`src/hw/rtl/sts_pkg.sv`:
```
// Shared constants, types and the key compare for the sorted key table.
package sts_pkg;

   localparam int CAPACITY     = 64;
   localparam int KEY_BITS     = 32;
   localparam int LINEAR_LIMIT = 10;
   localparam int IDX_W        = $clog2(CAPACITY);
   localparam int CNT_W        = IDX_W + 1;

   typedef logic [KEY_BITS-1:0] key_type;
   typedef logic [IDX_W-1:0]    idx_type;
   typedef logic [CNT_W-1:0]    cnt_type;

   localparam logic       ACT_INSERT    = 1'b0;
   localparam logic       ACT_FIND      = 1'b1;
   localparam logic [1:0] STATUS_DONE   = 2'd0;
   localparam logic [1:0] STATUS_MISS   = 2'd1;
   localparam logic [1:0] STATUS_FULL   = 2'd2;

   localparam key_type SIGN_MASK = key_type'(1) << (KEY_BITS - 1);

   typedef enum logic [3:0] {
      S_IDLE,
      S_SCAN,
      S_PREP,
      S_SHIFT,
      S_WRITE_KEY,
      S_LIN,
      S_PROBE_ISSUE,
      S_PROBE_CHK,
      S_RESP
   } state_type;

   typedef struct packed {
      logic    en;
      idx_type addr;
      key_type data;
   } ram_wr_type;

   // a > b, two's complement when sgn is set
   function automatic logic key_greater(key_type a, key_type b, logic sgn);
      key_type fa;
      key_type fb;
      fa = sgn ? (a ^ SIGN_MASK) : a;
      fb = sgn ? (b ^ SIGN_MASK) : b;
      return fa > fb;
   endfunction

endpackage

```
`src/hw/rtl/sts_if.sv`:
```
// Valid/ready channel interfaces: request, response and control register write.
interface sts_req_if import sts_pkg::*; ();
   logic    valid;
   logic    ready;
   logic    action;
   key_type key;

   modport source (output valid, action, key, input ready);
   modport sink   (input valid, action, key, output ready);
endinterface

interface sts_rsp_if import sts_pkg::*; ();
   logic       valid;
   logic       ready;
   logic       found;
   idx_type    position;
   logic [1:0] status;
   cnt_type    entries;

   modport source (output valid, found, position, status, entries, input ready);
   modport sink   (input valid, found, position, status, entries, output ready);
endinterface

interface sts_csr_if ();
   logic valid;
   logic ready;
   logic signed_keys;

   modport source (output valid, signed_keys, input ready);
   modport sink   (input valid, signed_keys, output ready);
endinterface

```
`src/hw/rtl/sts_key_ram.sv`:
```
// Key store: one write port, one read port, registered read data.
module sts_key_ram import sts_pkg::*; (
   input  logic       clock,
   input  idx_type    rd_addr,
   output key_type    rd_data,
   input  ram_wr_type wr
);

   key_type mem_ff [CAPACITY];
   key_type rd_data_ff;

   always_ff @(posedge clock) begin
      if (wr.en) begin
         mem_ff[wr.addr] <= wr.data;
      end
      rd_data_ff <= mem_ff[rd_addr];
   end

   assign rd_data = rd_data_ff;

endmodule

```
`src/hw/rtl/sorted_table_insert_search_top.sv`:
```
// Sorted key table top level: request sequencer, result register, key store.
// Insert scans for the first entry not below the key, moves entries from there up one slot via
// the one RAM port, writes the key; a key that goes on the end moves none. Find: linear scan
// below 10 entries, else binary probe, a read then a check per probe. Full insert or empty find
// go straight to RESP. One at a time: next request taken once the result is registered; a
// result waiting on the sink stalls RESP. Reset clears count, signedness, sequencer, RAM not.
module sorted_table_insert_search_top import sts_pkg::*; (
   input logic        clock,
   input logic        reset,
   sts_req_if.sink    req_chan,
   sts_rsp_if.source  rsp_chan,
   sts_csr_if.sink    csr_chan
);

   // sequencer state
   state_type  state_ff, state_in;
   key_type    key_ff, key_in;
   idx_type    idx_ff, idx_in;
   cnt_type    at_ff, at_in;
   cnt_type    ptr_ff, ptr_in;
   cnt_type    lo_ff, lo_in;
   cnt_type    span_ff, span_in;
   cnt_type    mid_ff, mid_in;
   logic       single_ff, single_in;
   cnt_type    count_ff, count_in;
   logic       signed_ff, signed_in;

   // pending result
   logic       res_found_ff, res_found_in;
   idx_type    res_pos_ff, res_pos_in;
   logic [1:0] res_status_ff, res_status_in;

   // output register
   logic       rsp_valid_ff, rsp_valid_in;
   logic       rsp_found_ff, rsp_found_in;
   idx_type    rsp_pos_ff, rsp_pos_in;
   logic [1:0] rsp_status_ff, rsp_status_in;
   cnt_type    rsp_entries_ff, rsp_entries_in;

   // RAM side
   idx_type    rd_addr;
   key_type    rd_data;
   ram_wr_type ram_wr;

   // decode
   logic       req_beat;
   logic       out_free;
   logic       key_le;
   logic       key_eq;
   logic       data_gt;
   logic       idx_last;
   cnt_type    half;
   cnt_type    span_left;

   sts_key_ram u_key_ram (
      .clock   (clock),
      .rd_addr (rd_addr),
      .rd_data (rd_data),
      .wr      (ram_wr)
   );

   assign req_chan.ready = (state_ff == S_IDLE);
   assign req_beat       = req_chan.valid && req_chan.ready;
   assign out_free       = !rsp_valid_ff || rsp_chan.ready;

   // control register: always ready; the user must write it only while idle, the block does not enforce it
   assign csr_chan.ready = 1'b1;
   assign signed_in      = csr_chan.valid ? csr_chan.signed_keys : signed_ff;

   // compares on the word just read
   assign key_le    = !key_greater(key_ff, rd_data, signed_ff);
   assign key_eq    = (rd_data == key_ff);
   assign data_gt   = key_greater(rd_data, key_ff, signed_ff);
   assign idx_last  = (({1'b0, idx_ff} + cnt_type'(1)) == count_ff);

   // binary probe: span always equals hi - lo + 1
   assign half      = span_ff >> 1;
   assign span_left = span_ff[0] ? half : (half - cnt_type'(1));

   // next state
   always_comb begin
      state_in = state_ff;
      case (state_ff)
         S_IDLE: begin
            if (req_beat) begin
               if (req_chan.action == ACT_INSERT) begin
                  if (count_ff >= cnt_type'(CAPACITY)) begin
                     state_in = S_RESP;
                  end else if (count_ff == '0) begin
                     state_in = S_PREP;
                  end else begin
                     state_in = S_SCAN;
                  end
               end else begin
                  if (count_ff == '0) begin
                     state_in = S_RESP;
                  end else if (count_ff < cnt_type'(LINEAR_LIMIT)) begin
                     state_in = S_LIN;
                  end else begin
                     state_in = S_PROBE_ISSUE;
                  end
               end
            end
         end
         S_SCAN: begin
            if (key_le || idx_last) begin
               state_in = S_PREP;
            end
         end
         S_PREP: begin
            state_in = (at_ff == count_ff) ? S_WRITE_KEY : S_SHIFT;
         end
         S_SHIFT: begin
            if ((ptr_ff - cnt_type'(1)) == at_ff) begin
               state_in = S_WRITE_KEY;
            end
         end
         S_WRITE_KEY: begin
            state_in = S_RESP;
         end
         S_LIN: begin
            if (key_eq || idx_last) begin
               state_in = S_RESP;
            end
         end
         S_PROBE_ISSUE: begin
            state_in = (span_ff == '0) ? S_RESP : S_PROBE_CHK;
         end
         S_PROBE_CHK: begin
            state_in = (key_eq || single_ff) ? S_RESP : S_PROBE_ISSUE;
         end
         S_RESP: begin
            if (out_free) begin
               state_in = S_IDLE;
            end
         end
         default: begin
            state_in = S_IDLE;
         end
      endcase
   end

   // datapath and outputs
   always_comb begin
      key_in         = key_ff;
      idx_in         = idx_ff;
      at_in          = at_ff;
      ptr_in         = ptr_ff;
      lo_in          = lo_ff;
      span_in        = span_ff;
      mid_in         = mid_ff;
      single_in      = single_ff;
      count_in       = count_ff;
      res_found_in   = res_found_ff;
      res_pos_in     = res_pos_ff;
      res_status_in  = res_status_ff;
      rsp_valid_in   = rsp_valid_ff && !rsp_chan.ready;
      rsp_found_in   = rsp_found_ff;
      rsp_pos_in     = rsp_pos_ff;
      rsp_status_in  = rsp_status_ff;
      rsp_entries_in = rsp_entries_ff;
      rd_addr        = '0;
      ram_wr.en      = 1'b0;
      ram_wr.addr    = at_ff[IDX_W-1:0];
      ram_wr.data    = key_ff;

      case (state_ff)
         S_IDLE: begin
            // address 0 is read here so a scan has its first word next cycle
            if (req_beat) begin
               key_in        = req_chan.key[KEY_BITS-1:0];
               idx_in        = '0;
               at_in         = '0;
               lo_in         = '0;
               span_in       = count_ff;
               res_found_in  = 1'b0;
               res_pos_in    = '0;
               res_status_in = (req_chan.action == ACT_INSERT) ? STATUS_FULL : STATUS_MISS;
            end
         end
         S_SCAN: begin
            rd_addr = idx_ff + idx_type'(1);
            idx_in  = idx_ff + idx_type'(1);
            if (key_le) begin
               at_in = {1'b0, idx_ff};
            end else if (idx_last) begin
               at_in = count_ff;
            end
         end
         S_PREP: begin
            rd_addr = idx_type'(count_ff - cnt_type'(1));
            ptr_in  = count_ff;
         end
         S_SHIFT: begin
            // move entry ptr-1 up to ptr, fetch ptr-2 for the next beat
            ram_wr.en   = 1'b1;
            ram_wr.addr = ptr_ff[IDX_W-1:0];
            ram_wr.data = rd_data;
            rd_addr     = idx_type'(ptr_ff - cnt_type'(2));
            ptr_in      = ptr_ff - cnt_type'(1);
         end
         S_WRITE_KEY: begin
            ram_wr.en     = 1'b1;
            count_in      = count_ff + cnt_type'(1);
            res_found_in  = 1'b0;
            res_pos_in    = at_ff[IDX_W-1:0];
            res_status_in = STATUS_DONE;
         end
         S_LIN: begin
            rd_addr = idx_ff + idx_type'(1);
            idx_in  = idx_ff + idx_type'(1);
            if (key_eq) begin
               res_found_in  = 1'b1;
               res_pos_in    = idx_ff;
               res_status_in = STATUS_DONE;
            end
         end
         S_PROBE_ISSUE: begin
            // single remaining entry is checked at lo itself
            single_in = (span_ff == cnt_type'(1));
            mid_in    = single_in ? lo_ff : (lo_ff + span_left);
            rd_addr   = mid_in[IDX_W-1:0];
         end
         S_PROBE_CHK: begin
            if (key_eq) begin
               res_found_in  = 1'b1;
               res_pos_in    = mid_ff[IDX_W-1:0];
               res_status_in = STATUS_DONE;
            end else if (data_gt) begin
               span_in = span_left;
            end else begin
               lo_in   = mid_ff + cnt_type'(1);
               span_in = half;
            end
         end
         S_RESP: begin
            if (out_free) begin
               rsp_valid_in   = 1'b1;
               rsp_found_in   = res_found_ff;
               rsp_pos_in     = res_pos_ff;
               rsp_status_in  = res_status_ff;
               rsp_entries_in = count_ff;
            end
         end
         default: begin
         end
      endcase
   end

   always_ff @(posedge clock) begin
      if (reset) begin
         state_ff     <= S_IDLE;
         count_ff     <= '0;
         signed_ff    <= 1'b0;
         rsp_valid_ff <= 1'b0;
      end else begin
         state_ff     <= state_in;
         count_ff     <= count_in;
         signed_ff    <= signed_in;
         rsp_valid_ff <= rsp_valid_in;
      end
   end

   always_ff @(posedge clock) begin
      key_ff         <= key_in;
      idx_ff         <= idx_in;
      at_ff          <= at_in;
      ptr_ff         <= ptr_in;
      lo_ff          <= lo_in;
      span_ff        <= span_in;
      mid_ff         <= mid_in;
      single_ff      <= single_in;
      res_found_ff   <= res_found_in;
      res_pos_ff     <= res_pos_in;
      res_status_ff  <= res_status_in;
      rsp_found_ff   <= rsp_found_in;
      rsp_pos_ff     <= rsp_pos_in;
      rsp_status_ff  <= rsp_status_in;
      rsp_entries_ff <= rsp_entries_in;
   end

   assign rsp_chan.valid    = rsp_valid_ff;
   assign rsp_chan.found    = rsp_found_ff;
   assign rsp_chan.position = rsp_pos_ff;
   assign rsp_chan.status   = rsp_status_ff;
   assign rsp_chan.entries  = rsp_entries_ff;

endmodule
```
`src/flat_wrapper.sv`:
```
// flat-port wrapper written by rule: the top's interface ports become plain ports
module sorted_table_insert_search_top_flat import sts_pkg::*;
  (clock, reset, req_chan_valid, req_chan_action, req_chan_key, req_chan_ready, rsp_chan_valid, rsp_chan_found, rsp_chan_position, rsp_chan_status, rsp_chan_entries, rsp_chan_ready, csr_chan_valid, csr_chan_signed_keys, csr_chan_ready);
  sts_req_if req_chan_i ();
  sts_rsp_if rsp_chan_i ();
  sts_csr_if csr_chan_i ();
  input logic clock;
  input logic reset;
  input wire logic [$bits(req_chan_i.valid)-1:0] req_chan_valid;
  input wire logic [$bits(req_chan_i.action)-1:0] req_chan_action;
  input wire logic [$bits(req_chan_i.key)-1:0] req_chan_key;
  output wire logic [$bits(req_chan_i.ready)-1:0] req_chan_ready;
  output wire logic [$bits(rsp_chan_i.valid)-1:0] rsp_chan_valid;
  output wire logic [$bits(rsp_chan_i.found)-1:0] rsp_chan_found;
  output wire logic [$bits(rsp_chan_i.position)-1:0] rsp_chan_position;
  output wire logic [$bits(rsp_chan_i.status)-1:0] rsp_chan_status;
  output wire logic [$bits(rsp_chan_i.entries)-1:0] rsp_chan_entries;
  input wire logic [$bits(rsp_chan_i.ready)-1:0] rsp_chan_ready;
  input wire logic [$bits(csr_chan_i.valid)-1:0] csr_chan_valid;
  input wire logic [$bits(csr_chan_i.signed_keys)-1:0] csr_chan_signed_keys;
  output wire logic [$bits(csr_chan_i.ready)-1:0] csr_chan_ready;
  assign req_chan_i.valid = req_chan_valid;
  assign req_chan_i.action = req_chan_action;
  assign req_chan_i.key = req_chan_key;
  assign req_chan_ready = req_chan_i.ready;
  assign rsp_chan_valid = rsp_chan_i.valid;
  assign rsp_chan_found = rsp_chan_i.found;
  assign rsp_chan_position = rsp_chan_i.position;
  assign rsp_chan_status = rsp_chan_i.status;
  assign rsp_chan_entries = rsp_chan_i.entries;
  assign rsp_chan_i.ready = rsp_chan_ready;
  assign csr_chan_i.valid = csr_chan_valid;
  assign csr_chan_i.signed_keys = csr_chan_signed_keys;
  assign csr_chan_ready = csr_chan_i.ready;
  sorted_table_insert_search_top u_core (.clock(clock), .reset(reset), .req_chan(req_chan_i), .rsp_chan(rsp_chan_i), .csr_chan(csr_chan_i));
endmodule
```
`config.mk`:
```
export PLATFORM = sky130hd
export DESIGN_NAME = sorted_table_insert_search_top_flat
export DESIGN_NICKNAME = d
export VERILOG_FILES = /design/src/hw/rtl/sts_pkg.sv /design/src/hw/rtl/sts_if.sv /design/src/hw/rtl/sts_key_ram.sv /design/src/hw/rtl/sorted_table_insert_search_top.sv /design/src/flat_wrapper.sv
export SDC_FILE = /design/constraint.sdc
export NUM_CORES = 2
export LEC_CHECK = 0
export ABC_CLOCK_PERIOD_IN_PS = 12300
export BUFFER_PORTS_ARGS = -buffer_cell sky130_fd_sc_hd__clkbuf_2
export CORE_MARGIN = 2
export CORE_UTILIZATION = 68
export CTS_CLUSTER_SIZE = 10
export DETAILED_ROUTE_END_ITERATION = 10
export PLACE_DENSITY_LB_ADDON = 0.15
export SYNTH_ARGS = -nofsm -noshare
export SYNTH_HDL_FRONTEND = slang
export SYNTH_HIERARCHICAL = 1
export SYNTH_SLANG_ARGS = --single-unit
```
`constraint.sdc`:
```
create_clock -name clock -period 12.3 [get_ports clock]
set_clock_uncertainty 0.05 [all_clocks]
set_input_delay 2.46 -clock clock [delete_from_list [all_inputs] [get_ports clock]]
set_output_delay 2.46 -clock clock [all_outputs]
set_load 0.005 [all_outputs]
```
==> results.sh <==
export IMPL_start_util_pct=68.7
export IMPL_maxCapViolations=1
export IMPL_place_ws_ns=6.10
export IMPL_first_iter_violations=7470
export IMPL_cp_max_fo=86
export IMPL_synthFlopType="edfxtp_1"
export IMPL_min_period_ns=6.36
export IMPL_cp_start_kind="register"
export IMPL_path_cells="inv_1, ha_1, mux2i_1, inv_1, fa_1, xor2_1, a21oi_1, a221o_4, buf_12, nand2b_1, o22ai_1, nor2_1, a21oi_1, nor2_1"
export IMPL_hold_path_endpoint="u_core/rsp_chan.position[3]"
export IMPL_timing_fmax_mhz=157
export IMPL_grt_setup_unrepaired="no"
export IMPL_vias=44200
export IMPL_peakVddDrop_uv=153
export IMPL_drive_gt1_share_pct=25.2
export IMPL_crit_path_start="u_core/span_ff[1]"
export IMPL_grt_pass1_wl_mm=325
export IMPL_synth_top_area_share_pct=75.6
export IMPL_critical_path_arrival_ns=7.02
export IMPL_yosysMostFrequentCell="edfxtp_1"
export IMPL_min_period_over_period_pct=51.7
export IMPL_fin_tns_setup_ns=0
export IMPL_die_x_microns=358
export IMPL_insertion_delay_ns=0.86
export IMPL_synthTopCellsByCount="edfxtp_1 (2145), mux4_2 (544), nor2_1 (206), nand2_1 (133), mux2i_1 (108)"
export IMPL_worstReg2RegStart="u_core/span_ff[1]"
export IMPL_cts_setup_buffers=0
export IMPL_firstDrtPassIters=6
export IMPL_synth_seq_cells=2190
export IMPL_synth_area_top_cells="edfxtp_1 (76%), mux4_2 (14%), mux2i_1 (1.3%)"
export IMPL_grt_usage_pct=36.8
export IMPL_synth_seq_area_share_pct=76.6
export IMPL_grt_max_degree=131
export IMPL_port_buffers=56
export IMPL_hp_start="u_core/res_pos_ff[3]"
export IMPL_timing_rr_end="u_core/u_key_ram/rd_data[3]"
export IMPL_p_sw_mw=6.07
export IMPL_ys_warn_count=6
export IMPL_crit_type="reg -> reg"
export IMPL_stdcell_area_sq_um=95100
export IMPL_required_ns=12.96
export IMPL_power_frac_seq_pct=43.9
export IMPL_cts_made_buffers=238
export IMPL_die_h_microns=358
export IMPL_core_area_sq_um=124000
export IMPL_dp_hpwl_mm=119
export IMPL_min_path_cells=0
export IMPL_ys_async_sr_fraction_pct=0
export IMPL_pin_count=58
export IMPL_cts_root_buf="clkbuf_16"
export IMPL_dieArea_sq_um=128000
export IMPL_ctsResizeCount=0
export IMPL_r2r_slack_ns=5.94
export IMPL_syn_inst=4036
export IMPL_first_global_vias=45000
export IMPL_syn_nets=4122
export IMPL_gp_congestion=0.916
export IMPL_clock_path_buffers=3
export IMPL_nets=4331
export IMPL_clock_sinks=2190
export IMPL_ant_nets=0
export IMPL_avgSynthCellArea_sq_um=21.1
export IMPL_placed_area_sq_um=88500
export IMPL_num_rows=129
export IMPL_critPathMaxStageDelay_ns=0.88
export IMPL_reg2regPathDepth=14
export IMPL_grt_overflow=0
export IMPL_cts_tree="built"
export IMPL_ctsHoldBuffers=0
export IMPL_p_per_area_nw_per_um2=213
export IMPL_holdCritPathClass="reg -> reg"
export IMPL_synth_edff_count=2145
export IMPL_htree_levels=4
export IMPL_setup_viol=0
export IMPL_violations="capacitance limit, slew limit"
export IMPL_antenna_found_initial=12
export IMPL_avgRoutedWirePerCell_microns=38.1
export IMPL_syn_to_final_growth_pct=11.6
export IMPL_status="complete, but fails checks"
export IMPL_drc=0
export IMPL_syn_area_sq_um=85200
export IMPL_worst_slew_pin_slew_ns=1.50
export IMPL_routed_wl_mm=228
export IMPL_hold_viol=0
export IMPL_viasPerCell=7.37
export IMPL_power_share_combinational_pct=25.2
export IMPL_swShare_pct=30.0
export IMPL_clk_pin_slew_ns=0.05
export IMPL_synth_cell_types=68
export IMPL_p_leak_nw=29.3
export IMPL_max_slew_margin_pct=-0.221
export IMPL_intPower_mw=14.2
export IMPL_setup_ws_ns=5.94
export IMPL_cp_end_kind="register"
export IMPL_drv_slew=15
export IMPL_clkPwrFrac_pct=31.0
export IMPL_yosys_area_top_type="edfxtp_1"
export IMPL_cpMaxStageDelayCell="nand2b_1"
critical path, delay by kind of cell (launching register included):
family | cells | cell delay [ns]
xor+xnor | 1 | 0.18
buf+inv | 3 | 0.76
simple gates | 3 | 1.17
fa+ha+maj | 2 | 0.69
flops | 1 | 0.44
mux | 1 | 0.22
compound gates | 4 | 2.49
worst max path at each step:
| stage | end | slack, ns | cells past startpoint |
|---|---|---|---|
| after CTS | u_core/u_key_ram/rd_data[25] | 6.08 | 10 |
| final | u_core/u_key_ram/rd_data[3] | 5.94 | 14 |
| after global placement | u_core/u_key_ram/rd_data[9] | 6.25 | 10 |
| after floorplan | u_core/u_key_ram/mem_ff[49][0] | 7.54 | 8 |
| after global routing | u_core/u_key_ram/rd_data[18] | 5.57 | 10 |
| after detailed placement | u_core/u_key_ram/rd_data[9] | 6.10 | 10 |
power by group through the flow:
stage	Clock, mW	Combinational, mW	Sequential [mW]
2_1_floorplan	0	3.23	8.99
3_3_place_gp	0	4.79	9.02
5_1_grt	6.57	5.28	8.88
6_report	6.26	5.09	8.88
3_5_place_dp	0	4.87	9.02
4_1_cts	6.31	4.97	8.87
registers in the layout (all words and copies together) (netlist names), 7 cells and up:
name,cells
u_core/u_key_ram/rd_data,32
u_core/u_key_ram/mem_ff,2048
u_core/key_ff,32
u_core/rsp_chan.entries,7
u_core/count_ff,7
u_core/ptr_ff,7
u_core/at_ff,7
u_core/span_ff,7
per-stage QoR:
step	hold slack, ns	power, mW	cells	util (%)
floorplan	0.350	12.2	4036	-
global placement	0.351	13.8	5642	71.3
detailed placement	0.355	13.9	5642	71.3
CTS	0.366	20.2	5998	76.6
global route	0.380	20.7	5998	76.6
finish	0.367	20.2	6000	76.6
layout make-up:
type                    count  area (sq um)
diodes                      2          5.00
clock buffers             344          6430
well taps                1637          2050
repair buffers            183          1350
clock inverters            12           165
inverters                  57           214
multi-input cells        1575         19600
flip-flops and latches   2190         65300
fillers                  6162         29000
placed cells by master, fill, tap and decap left out, types with 8 or more instances in the layout:
master	n
edfxtp_1	2145
mux4_2	544
clkbuf_16	240
nor2_1	144
nand2_1	131
buf_4	118
mux2i_1	108
clkbuf_1	101
a21oi_1	98
o22ai_1	90
nor2_4	62
clkbuf_2	56
inv_1	55
ha_1	46
dfxtp_1	45
o21ai_4	31
o21ai_0	30
xnor2_1	29
o221ai_1	28
xor2_1	27
nand3_1	23
nor2b_1	21
nor3_1	18
a22oi_1	13
nand2b_1	11
nand4_1	9
buf_12	9
nand3b_1	8
a311oi_1	8
logic make-up (layout without fill, tap and decap cells):
| group | Yosys count | in the layout | share of synthesized area (%) |
|---|---|---|---|
| flops | 2190 | 2190 | 76.6 |
| compound gates | 343 | 343 | 2.51 |
| fa+ha+maj | 48 | 48 | 0.710 |
| mux | 652 | 652 | 15.6 |
| xor+xnor | 56 | 56 | 0.575 |
| buf+inv | 271 | 596 | 1.44 |
| other cells | 1 | 3 | 0.00440 |
| simple gates | 475 | 475 | 2.50 |
per-layer routing:
metal | global-route usage (%) | vias to the layer above | wire length (microns)
met3 | 11.6 | 635 | 32800
met5 | 0 | - | 133
li1 | - | 17100 | -
met1 | 50.0 | 22700 | 77200
met2 | 56.4 | 3708 | 107000
met4 | 15.8 | 20 | 11300
Power figures use the tool's default switching activity.
